`src/rtl/mh64_pkg.sv`:
```
// Shared constants for the MurmurHash64A byte hasher.
// No dependencies; used by the top level and by the shared multiplier.
`default_nettype none

package mh64_pkg;

  // Mixing multiplier, the seed and the fold shift of the hash.
  localparam logic [63:0] MixM    = 64'hc6a4_a793_5bd1_e995;
  localparam logic [31:0] MixMLo  = MixM[31:0];
  localparam logic [31:0] MixMHi  = MixM[63:32];
  localparam logic [63:0] MixSeed = 64'h0000_0000_e17a_1465;
  localparam int unsigned MixR    = 47;

  // Field widths of one input item.
  localparam int unsigned WordW  = 64;
  localparam int unsigned CountW = 4;
  localparam int unsigned LenW   = 32;
  localparam int unsigned InDataW = 104;

  localparam logic [CountW-1:0] FullCount = 4'd8;

endpackage

`default_nettype wire

```
`src/rtl/mh64_mul.sv`:
```
// Iterative 64-bit multiply by the hash constant, low 64 bits of the product.
// One 32x32 multiplier is reused for each partial product; depends on mh64_pkg.
`default_nettype none

module mh64_mul
  import mh64_pkg::*;
(
  input  logic        clk_i,
  input  logic        rst_ni,
  input  logic        start_i,
  input  logic [63:0] operand_i,
  output logic        done_o,
  output logic [63:0] product_o
);

  logic [63:0] a_q;
  logic [63:0] acc_q;
  logic [1:0]  step_q;
  logic        busy_q;
  logic        done_q;
  logic [31:0] mul_a;
  logic [31:0] mul_b;
  logic [63:0] mul_p;

  // Step 0: lo*lo (full). Step 1: lo*Mhi. Step 2: hi*Mlo. The cross terms
  // only reach the upper half of the result.
  always_comb begin
    if (start_i) begin
      mul_a = operand_i[31:0];
      mul_b = MixMLo;
    end else if (step_q == 2'd1) begin
      mul_a = a_q[31:0];
      mul_b = MixMHi;
    end else begin
      mul_a = a_q[63:32];
      mul_b = MixMLo;
    end
    mul_p = {32'd0, mul_a} * {32'd0, mul_b};
  end

  always_ff @(posedge clk_i or negedge rst_ni) begin
    if (!rst_ni) begin
      step_q <= 2'd0;
      busy_q <= 1'b0;
      done_q <= 1'b0;
    end else if (start_i) begin
      step_q <= 2'd1;
      busy_q <= 1'b1;
      done_q <= 1'b0;
    end else if (busy_q) begin
      step_q <= step_q + 2'd1;
      if (step_q == 2'd2) begin
        busy_q <= 1'b0;
        done_q <= 1'b1;
      end else begin
        done_q <= 1'b0;
      end
    end else begin
      done_q <= 1'b0;
    end
  end

  always_ff @(posedge clk_i) begin
    if (start_i) begin
      a_q   <= operand_i;
      acc_q <= mul_p;
    end else if (busy_q) begin
      acc_q[63:32] <= acc_q[63:32] + mul_p[31:0];
    end
  end

  assign done_o    = done_q;
  assign product_o = acc_q;

endmodule

`default_nettype wire

```
`src/rtl/murmur64a_byte_hash.sv`:
```
// Top level of the MurmurHash64A byte hasher: stream ports and sequencer.
// Depends on mh64_pkg and on the shared multiplier mh64_mul.
`default_nettype none

// The block hashes a byte message with 64-bit MurmurHash64A. A message comes
// in as little-endian 64-bit items; the item flagged as first also carries the
// total length, which seeds the hash, and the item marked by tlast may hold a
// tail of one to seven bytes or none. One result item, the finished hash and a
// length mismatch flag, leaves on the master side for each message. The block
// takes one input item at a time and drops its ready while working on it. All
// multiplications by the hash constant go through a single 32x32 multiplier,
// one product after another, so the time from one accepted item to the next
// grows with the number of multiplications the item needs: three for a
// full word or a short word before the last, one for a tail, one more for the
// seed on the first item and one more for the finalisation on the last. A last
// item must also hand its result to the output register, and waits longer if
// that register still holds an unread result. A finished result waits in the
// output register, and the next message can be taken in meanwhile.

module murmur64a_byte_hash
  import mh64_pkg::*;
(
  input  logic               clk_i,
  input  logic               rst_ni,
  // Slave side: one word of a message.
  input  logic               s_axis_tvalid,
  output logic               s_axis_tready,
  // tdata: data_word [63:0], byte_count [67:64], message_length [99:68],
  // zero padding [103:100]
  input  logic [InDataW-1:0] s_axis_tdata,
  // tuser: first_word
  input  logic               s_axis_tuser,
  // tlast: last_word
  input  logic               s_axis_tlast,
  // Master side: one hash result.
  output logic               m_axis_tvalid,
  input  logic               m_axis_tready,
  // tdata: hash_value [63:0]
  output logic [63:0]        m_axis_tdata,
  // tuser: length_mismatch
  output logic               m_axis_tuser
);

  typedef enum logic [2:0] {
    StIdle,
    StSeed,
    StDisp,
    StK1,
    StK2,
    StH,
    StFin,
    StOut
  } state_e;

  state_e            state_q;
  logic [WordW-1:0]  word_q;
  logic [CountW-1:0] cnt_q;
  logic              last_q;
  logic [63:0]       h_q;
  logic [63:0]       res_q;
  logic [LenW-1:0]   bytes_q;
  logic [LenW-1:0]   stated_q;
  logic              err_q;
  logic              in_msg_q;
  logic              m_valid_q;
  logic [63:0]       m_data_q;
  logic              m_user_q;

  logic [WordW-1:0]  in_word;
  logic [CountW-1:0] in_cnt_raw;
  logic [LenW-1:0]   in_len;
  logic [CountW-1:0] in_cnt;
  logic [WordW-1:0]  in_masked;
  logic              in_acc;
  logic [LenW-1:0]   base_bytes;
  logic [LenW:0]     sum_bytes;
  logic [LenW-1:0]   new_bytes;
  logic              new_err;

  logic              mul_start;
  logic [63:0]       mul_operand;
  logic              mul_done;
  logic [63:0]       mul_product;
  logic [63:0]       prod_fold;
  logic              do_full;
  logic              do_tail;

  assign in_word    = s_axis_tdata[WordW-1:0];
  assign in_cnt_raw = s_axis_tdata[WordW+CountW-1:WordW];
  assign in_len     = s_axis_tdata[WordW+CountW+LenW-1:WordW+CountW];
  assign in_acc     = s_axis_tvalid && s_axis_tready;

  // A count above eight is taken as eight.
  assign in_cnt = (in_cnt_raw > FullCount) ? FullCount : in_cnt_raw;

  always_comb begin
    for (int i = 0; i < 8; i++) begin
      in_masked[8*i +: 8] = (CountW'(i) < in_cnt) ? in_word[8*i +: 8] : 8'd0;
    end
  end

  // Byte count and error state after this item; a first item starts afresh.
  // The count saturates rather than wrapping, and saturation is an error.
  always_comb begin
    base_bytes = s_axis_tuser ? '0 : bytes_q;
    sum_bytes  = {1'b0, base_bytes} + (LenW + 1)'(in_cnt);
    new_bytes  = sum_bytes[LenW] ? {LenW{1'b1}} : sum_bytes[LenW-1:0];
    new_err    = (s_axis_tuser ? 1'b0 : err_q)
               || (in_cnt_raw > FullCount)
               || ((in_cnt != FullCount) && !s_axis_tlast)
               || sum_bytes[LenW];
  end

  // A full word, or a non-empty short word that is not the last, goes through
  // the whole block mix; a non-empty short last word is folded in as a tail.
  assign do_full = (cnt_q == FullCount) || ((cnt_q != '0) && !last_q);
  assign do_tail = (cnt_q != '0) && (cnt_q != FullCount) && last_q;

  assign prod_fold = mul_product ^ (mul_product >> MixR);

  // Operand selection for the shared multiplier; each product after the first
  // one of a word or tail is started in the cycle the previous one completes.
  always_comb begin
    mul_start   = 1'b0;
    mul_operand = h_q;
    case (state_q)
      StIdle: begin
        if (in_acc && s_axis_tuser) begin
          mul_start   = 1'b1;
          mul_operand = {32'd0, in_len};
        end
      end
      StDisp: begin
        if (do_full) begin
          mul_start   = 1'b1;
          mul_operand = word_q;
        end else if (do_tail) begin
          mul_start   = 1'b1;
          mul_operand = h_q ^ word_q;
        end else if (last_q) begin
          mul_start   = 1'b1;
          mul_operand = h_q ^ (h_q >> MixR);
        end
      end
      StK1: begin
        if (mul_done) begin
          mul_start   = 1'b1;
          mul_operand = prod_fold;
        end
      end
      StK2: begin
        if (mul_done) begin
          mul_start   = 1'b1;
          mul_operand = h_q ^ mul_product;
        end
      end
      StH: begin
        if (mul_done && last_q) begin
          mul_start   = 1'b1;
          mul_operand = prod_fold;
        end
      end
      default: begin
        mul_start = 1'b0;
      end
    endcase
  end

  mh64_mul u_mul (
    .clk_i     (clk_i),
    .rst_ni    (rst_ni),
    .start_i   (mul_start),
    .operand_i (mul_operand),
    .done_o    (mul_done),
    .product_o (mul_product)
  );

  always_ff @(posedge clk_i or negedge rst_ni) begin
    if (!rst_ni) begin
      state_q   <= StIdle;
      word_q    <= '0;
      cnt_q     <= '0;
      last_q    <= 1'b0;
      h_q       <= '0;
      res_q     <= '0;
      bytes_q   <= '0;
      stated_q  <= '0;
      err_q     <= 1'b0;
      in_msg_q  <= 1'b0;
      m_valid_q <= 1'b0;
      m_data_q  <= '0;
      m_user_q  <= 1'b0;
    end else begin
      // In StOut the output register is reloaded below instead.
      if (m_valid_q && m_axis_tready && (state_q != StOut)) begin
        m_valid_q <= 1'b0;
      end
      case (state_q)
        StIdle: begin
          // An item outside an open message, not flagged as first, is dropped.
          if (in_acc && (s_axis_tuser || in_msg_q)) begin
            word_q  <= in_masked;
            cnt_q   <= in_cnt;
            last_q  <= s_axis_tlast;
            bytes_q <= new_bytes;
            err_q   <= new_err;
            if (s_axis_tuser) begin
              stated_q <= in_len;
              in_msg_q <= 1'b1;
              state_q  <= StSeed;
            end else begin
              state_q <= StDisp;
            end
          end
        end
        StSeed: begin
          if (mul_done) begin
            h_q     <= MixSeed ^ mul_product;
            state_q <= StDisp;
          end
        end
        StDisp: begin
          if (do_full) begin
            state_q <= StK1;
          end else if (do_tail) begin
            state_q <= StH;
          end else if (last_q) begin
            state_q <= StFin;
          end else begin
            state_q <= StIdle;
          end
        end
        StK1: begin
          if (mul_done) begin
            state_q <= StK2;
          end
        end
        StK2: begin
          if (mul_done) begin
            state_q <= StH;
          end
        end
        StH: begin
          if (mul_done) begin
            h_q     <= mul_product;
            state_q <= last_q ? StFin : StIdle;
          end
        end
        StFin: begin
          if (mul_done) begin
            res_q   <= prod_fold;
            state_q <= StOut;
          end
        end
        StOut: begin
          // Wait for the output register to be free, then close the message.
          if (!m_valid_q || m_axis_tready) begin
            m_valid_q <= 1'b1;
            m_data_q  <= res_q;
            m_user_q  <= err_q || (bytes_q != stated_q);
            in_msg_q  <= 1'b0;
            bytes_q   <= '0;
            err_q     <= 1'b0;
            h_q       <= '0;
            state_q   <= StIdle;
          end
        end
        default: begin
          state_q <= StIdle;
        end
      endcase
    end
  end

  assign s_axis_tready = (state_q == StIdle);
  assign m_axis_tvalid = m_valid_q;
  assign m_axis_tdata  = m_data_q;
  assign m_axis_tuser  = m_user_q;

endmodule

`default_nettype wire

```
`config.mk`:
```
export PLATFORM = sky130hd
export DESIGN_NAME = murmur64a_byte_hash
export DESIGN_NICKNAME = d
export VERILOG_FILES = /design/src/rtl/mh64_pkg.sv /design/src/rtl/mh64_mul.sv /design/src/rtl/murmur64a_byte_hash.sv
export SDC_FILE = /design/constraint.sdc
export NUM_CORES = 2
export LEC_CHECK = 0
export ABC_AREA = 1
export BUFFER_PORTS_ARGS = -buffer_cell sky130_fd_sc_hd__buf_2
export CORE_UTILIZATION = 27
export DETAILED_ROUTE_END_ITERATION = 10
export HOLD_SLACK_MARGIN = 0.05
export PLACE_DENSITY_LB_ADDON = 0.08
export SLEW_MARGIN = 20
export SYNTH_ARGS = -nofsm -noshare
export SYNTH_HDL_FRONTEND = slang
export SYNTH_HIERARCHICAL = 1
export SYNTH_SLANG_ARGS = --single-unit
```
`constraint.sdc`:
```
create_clock -name clk_i -period 16.1 [get_ports clk_i]
set_clock_uncertainty 0.15 [all_clocks]
set_input_delay 0.805 -clock clk_i [delete_from_list [all_inputs] [get_ports clk_i]]
set_output_delay 0.805 -clock clk_i [all_outputs]
set_load 0.01 [all_outputs]
```
# == Word-level counts from Yosys, hierarchy flattened ==
# Cells that the tools add are included.
# totals
regBits,464
in_bits,110
out_inout_bits,67
elab_cells,162
# classes
add_sub_neg,3
multipliers,1
order_cmp,9
n_eq_ne,22
mux,69
bitwise_logic,5
reduce_logical,34
# ops
cell,n
two-way mux 64 bit,10
two-way mux 32 bit,10
case mux 64 bit (5 select lines),1
case mux 64 bit (3 select lines),1
XOR 64 x 17 -> 64 bit,2
XOR 64 bit,2
multiplier 32 x 32 -> 64 bit,1
two-way mux 8 bit,8
case mux 32 bit (2 select lines),1
adder 32 x 4 -> 33 bit,1
adder 32 bit,1
!= test 32 bit,1
two-way mux 3 bit,10
case mux 3 bit (8 select lines),1
two-way mux 1 bit,20
"< comparator 3 x 4 -> 1 bit, first input constant",4
NOT 15 bit,1
"!= test 2 x 1 -> 1 bit, second input constant",7
"equality test 3 bit, second input constant",4
logical AND 1 bit,10
"< comparator 1 x 4 -> 1 bit, first input constant",2
"< comparator 2 x 4 -> 1 bit, first input constant",2
"!= test 4 bit, second input constant",2
AND reduction 4 bit,2
23 further kinds,39

# == Logic depth before layout (Yosys ltp) ==
# logic_depth
ltp_word,11
depth_mapped,56

# == By module ==
# Netlist, hierarchy kept.
# by_module_without_submodules
module,instances,cells_each,area_per_inst_um2
mh64_mul,1,3629,32397.3
murmur64a_byte_hash,1,2894,20224.4

# == Least setup slack after synthesis ==
# No wires, ideal clock.
# synth_timing
kind,input to register
from,in s_axis_tuser
to,"reg u_mul.acc_q[63], in the netlist u_mul/product_o[63] (data pin)"
arrival_time_ps,12860
required_time_ps,15697
setup_slack_ps,2837
stages,44
n_path_buf,6
path_cell_list,buf_6 > inv_6 > nor2_2 > nand2_2 > buf_2 > buf_2 > buf_2 > nand3_1 > buf_2 > clkbuf_1 > o21ai_0 > inv_1 > nor2_1 > ha_1 > inv_1 > fa_1 > inv_1 > fa_1 > (+8 left out) > inv_1 > ha_1 > nand2_1 > nor2_1 > inv_1 > nor3_1 > a21oi_1 > nand2_1 > xor2_1 > ha_1 > a21oi_1 > nand2_1 > nor2_1 > o21ai_0 > a21oi_1 > nand3_1 > nand3_1 > nand2_1
# synth_between
elab_chain_cells,8
word_cells_on_any_way,11
cone_classes,add/sub (1); mul (1); mux (8); reduce/logical (1)
# synth_rtl
element,line,source
"start, declared",murmur64a_byte_hash.sv:32,"input logic s_axis_tuser,"
logical AND 1 bit (*),murmur64a_byte_hash.sv:128,if (in_acc && s_axis_tuser) begin
two-way mux 1 bit (*),murmur64a_byte_hash.sv:128,
case mux 1 bit (4 select lines) (*),murmur64a_byte_hash.sv:126,case (state_q)
net mul_start,murmur64a_byte_hash.sv:80,logic mul_start;
two-way mux 32 bit,mh64_mul.sv:28,if (start_i) begin
multiplier 32 x 32 -> 64 bit (*),mh64_mul.sv:38,"mul_p = {32'd0, mul_a} * {32'd0, mul_b};"
net u_mul.mul_p[30],mh64_mul.sv:23,logic [63:0] mul_p;
adder 32 bit (*),mh64_mul.sv:68,acc_q[63:32] <= acc_q[63:32] + mul_p[31:0];
two-way mux 32 bit (*),mh64_mul.sv:67,end else if (busy_q) begin
two-way mux 32 bit (*),mh64_mul.sv:64,if (start_i) begin
"end signal, assigned",mh64_mul.sv:66,acc_q <= mul_p;
"end signal, assigned",mh64_mul.sv:68,
"end, declared",mh64_mul.sv:17,logic [63:0] acc_q;
# Mark *: on every way through the listed nets, which the timed path passes. The rest lies on a longest branch. The select of a mux whose other input is x is not followed.
# A chain may end at the register's enable or synchronous reset.

# == Worst setup path in the final report ==
# layout_timing
from,reg state_q[2]
to,"reg u_mul.acc_q[63], in the netlist u_mul/product_o[63] (data pin)"
# layout_between
elab_chain_cells,10
word_cells_on_any_way,18
cone_classes,add/sub (1); mul (1); eq/ne (4); mux (8); reduce/logical (4)
# layout_rtl
element,line,source
"start, declared",murmur64a_byte_hash.sv:55,state_e state_q;
"start signal, assigned",murmur64a_byte_hash.sv:180,state_q <= StIdle;
"start signal, assigned",murmur64a_byte_hash.sv:210,state_q <= StSeed;
"start signal, assigned",murmur64a_byte_hash.sv:212,state_q <= StDisp;
zero test 3 bit,"murmur64a_byte_hash.sv:126, murmur64a_byte_hash.sv:275",
logical AND 1 bit,murmur64a_byte_hash.sv:91,assign in_acc = s_axis_tvalid && s_axis_tready;
logical AND 1 bit,murmur64a_byte_hash.sv:128,
two-way mux 1 bit,murmur64a_byte_hash.sv:128,
case mux 1 bit (4 select lines) (*),murmur64a_byte_hash.sv:126,
net mul_start,murmur64a_byte_hash.sv:80,
two-way mux 32 bit,mh64_mul.sv:28,
multiplier 32 x 32 -> 64 bit (*),mh64_mul.sv:38,
net u_mul.mul_p[30],mh64_mul.sv:23,
adder 32 bit (*),mh64_mul.sv:68,
two-way mux 32 bit (*),mh64_mul.sv:67,
two-way mux 32 bit (*),mh64_mul.sv:64,
# Marks and branches as above.

==> results.json <==
{
  "drtAntennaViolNets": 0,
  "required_ns": 16.36,
  "synth-seq-cells": 464,
  "synth_fa_ha_area_share_pct": 33.9,
  "grt_pass1_wl_um": 331000,
  "cts_made_buffers": 53,
  "finalMaxSlewViolations": 0,
  "crit_path_top_delay_cell": "inv_2",
  "syn_area_per_cell_um2": 8.07,
  "drt-vias-per-instance": 4.85,
  "cts_max_level": 2,
  "critPathArrivalTime_ns": 13.50,
  "synth_top_area_cell": "fa_1",
  "synth_cells": 6523,
  "setup_tns_ns": 0,
  "worstSetupPathType": "reg -> reg",
  "post_cts_buffers": 0,
  "synth-simple-area-share_pct": 19.4,
  "status": "completed",
  "synth_top_area_share_pct": 23.8,
  "drv_cap": 0,
  "grt_overflow": 0,
  "post-route-min-period_ns": 13.23,
  "synth-xor-area-share_pct": 2.28,
  "pre_cts_ws_ns": 2.52,
  "ff2ff_setup_slack_ns": 2.87,
  "row_count": 161,
  "grt_pass1_vias": 43900,
  "clkLatencyLatePin_ns": 0.66,
  "synth.area.mux_share_pct": 0.323,
  "holdBufCountCts": 0,
  "clk_pin_slew_ns": 0.07,
  "portBuffers": 172,
  "crit_fanout": 42,
  "die-height_um": 443,
  "worst_pin_slew_ns": 1.10,
  "antenna_found_initial": 5,
  "yosysSeqAreaShare_pct": 23.3,
  "setup_slack_ns": 2.87,
  "clock_sinks": 464,
  "wl_um": 233000,
  "slowest_delay_ns": 0.77,
  "die_w_um": 443,
  "rsz0062_at_grt": "false",
  "routedWlPerCell_um": 25.2,
  "cts_resized": 0,
  "cp_common_cell": "fa_1",
  "coreArea_um2": 193000,
  "synth_top_family_by_area": "adder cells",
  "max_slew_margin_pct": 26.4,
  "fin_crit_sh_pct": 82.2,
  "gp_congestion": 0.920,
  "grt_max_degree": 125,
  "drtIter0Drc": 3885,
  "cts_tree": "yes",
  "max_freq_mhz": 75.6,
  "ioPinCount": 177,
  "drive_gt1_share_pct": 7.64,
  "yosysWarnings": 6,
  "initial_core_util_pct": 27.3,
  "drtPass1Iterations": 6,
  "synth-compound-area-share_pct": 9.65,
  "cts_buffer_depth": 3,
  "die-area_um2": 197000,
  "dp.final_hpwl_um": 189000,
  "cts_root_buf": "clkbuf_16",
  "worst_setup_path_end_kind": "flop",
  "synth.area.top_cells": "fa_1 24%, dfrtp_1 16%, ha_1 10%",
  "ys_types": 56,
  "placed_cell_area_um2": 56700,
  "hold_viol_final": 0,
  "hold_path_class": "in -> async",
  "syn2layout_area_growth_pct": 11.3,
  "start_kind": "flop",
  "syn_area_um2": 52600,
  "setup_violations": 0,
  "final_cell_area_um2": 58600,
  "nets": 7837,
  "remaining_drc_errors": 0,
  "route.vias.total": 44800,
  "grt_usage_pct": 23.4
}
routing by layer:
| metal | vias to the layer above | track usage [%] | routed length, µm |
|---|---|---|---|
| li1 | 20800 | - | - |
| met5 | - | 0 | 17 |
| met2 | 1317 | 35.2 | 100000 |
| met4 | 2 | 5.29 | 5650 |
| met1 | 22500 | 35.9 | 115000 |
| met3 | 174 | 2.19 | 11400 |
metrics by stage:
| stage | hold slack (ns) | instances | utilization (%) |
|---|---|---|---|
| after floorplan | 0.292 | 6524 | - |
| after global routing | 0.124 | 9244 | 30.4 |
| after CTS | 0.0957 | 9244 | 30.4 |
| final | 0.0633 | 9247 | 30.4 |
| after global placement | 0.302 | 9147 | 29.4 |
| after detailed placement | 0.305 | 9147 | 29.4 |
flip-flops by register name (all words and copies together) (netlist names), 4 cells and up:
| name | cells |
|---|---|
| u_mul/product_o | 64 |
| res_q | 64 |
| u_mul/a_q | 64 |
| stated_q | 32 |
| cnt_q | 4 |
| word_q | 64 |
| h_q | 64 |
| m_axis_tdata | 64 |
| bytes_q | 32 |
layout by cell type, fill, tap and decap left out, types with 118 or more instances in the layout:
cell,n
a21oi_1,265
buf_2,171
buf_4,118
dfrtp_1,335
edfxtp_1,128
fa_1,626
ha_1,424
inv_1,1272
nand2_1,1296
nand3_1,354
nor2_1,523
o21ai_0,384
final timing paths:
| kind | from | endpoint | depth (start not counted) |
|---|---|---|---|
| setup reg to reg | state_q[2] | u_mul/product_o[63] | 42 |
| max in group asynchronous | rst_ni | m_axis_tdata[63] | 2 |
| hold / removal | rst_ni | stated_q[26] | 1 |
| setup / recovery | state_q[2] | u_mul/product_o[63] | 42 |
| hold reg to reg | res_q[57] | m_axis_tdata[57] | 2 |
| min in group clk_i | s_axis_tdata[32] | word_q[32] | 3 |
cells in the mapped netlist, drive strengths merged:
cell     count
and2         5
nand3      361
o211ai      22
a21oi      265
nor2       559
clkbuf      77
conb         2
nor3        55
a21o        14
xor2        98
buf        118
o21a         9
o22ai       50
xnor2       39
and3         1
a211oi       2
or2         20
a21boi      24
nand2     1316
o21ai      501
a31o         2
inv       1308
fa         626
dfrtp      336
nand4       77
nand3b      19
o31ai        6
o2111ai      4
nand2b       1
a22oi        1
nor4         2
a31oi        1
ha         425
mux2i       17
edfxtp     128
o21bai      32
layout make-up:
class                      instances  area [µm²]
multi-input combinational       4557       34600
clock inverter                    24         349
clock buffer                      73        1540
sequential                       464       12300
tap                             2526        3160
inverter                        1308        4920
antenna                            3        7.51
fill                           21000      134000
timing repair buffer             292        1800
cell families after synthesis:
group,Yosys count
flops,464
compound gates,933
other cells,2
fa+ha+maj,1051
mux,17
buf+inv,1503
simple gates,2416
xor+xnor,137
critical path, delay by kind of cell (launching register included):
family,cells,cell delay [ns]
fa+ha+maj,10,4.47
simple gates,15,3.24
buf+inv,10,2.75
compound gates,6,1.03
xor+xnor,1,0.76
flops,1,0.51
Power is left out: the tool's default activity adds up to more than one toggle a clock period on the data nets, which glitch-free logic cannot reach.
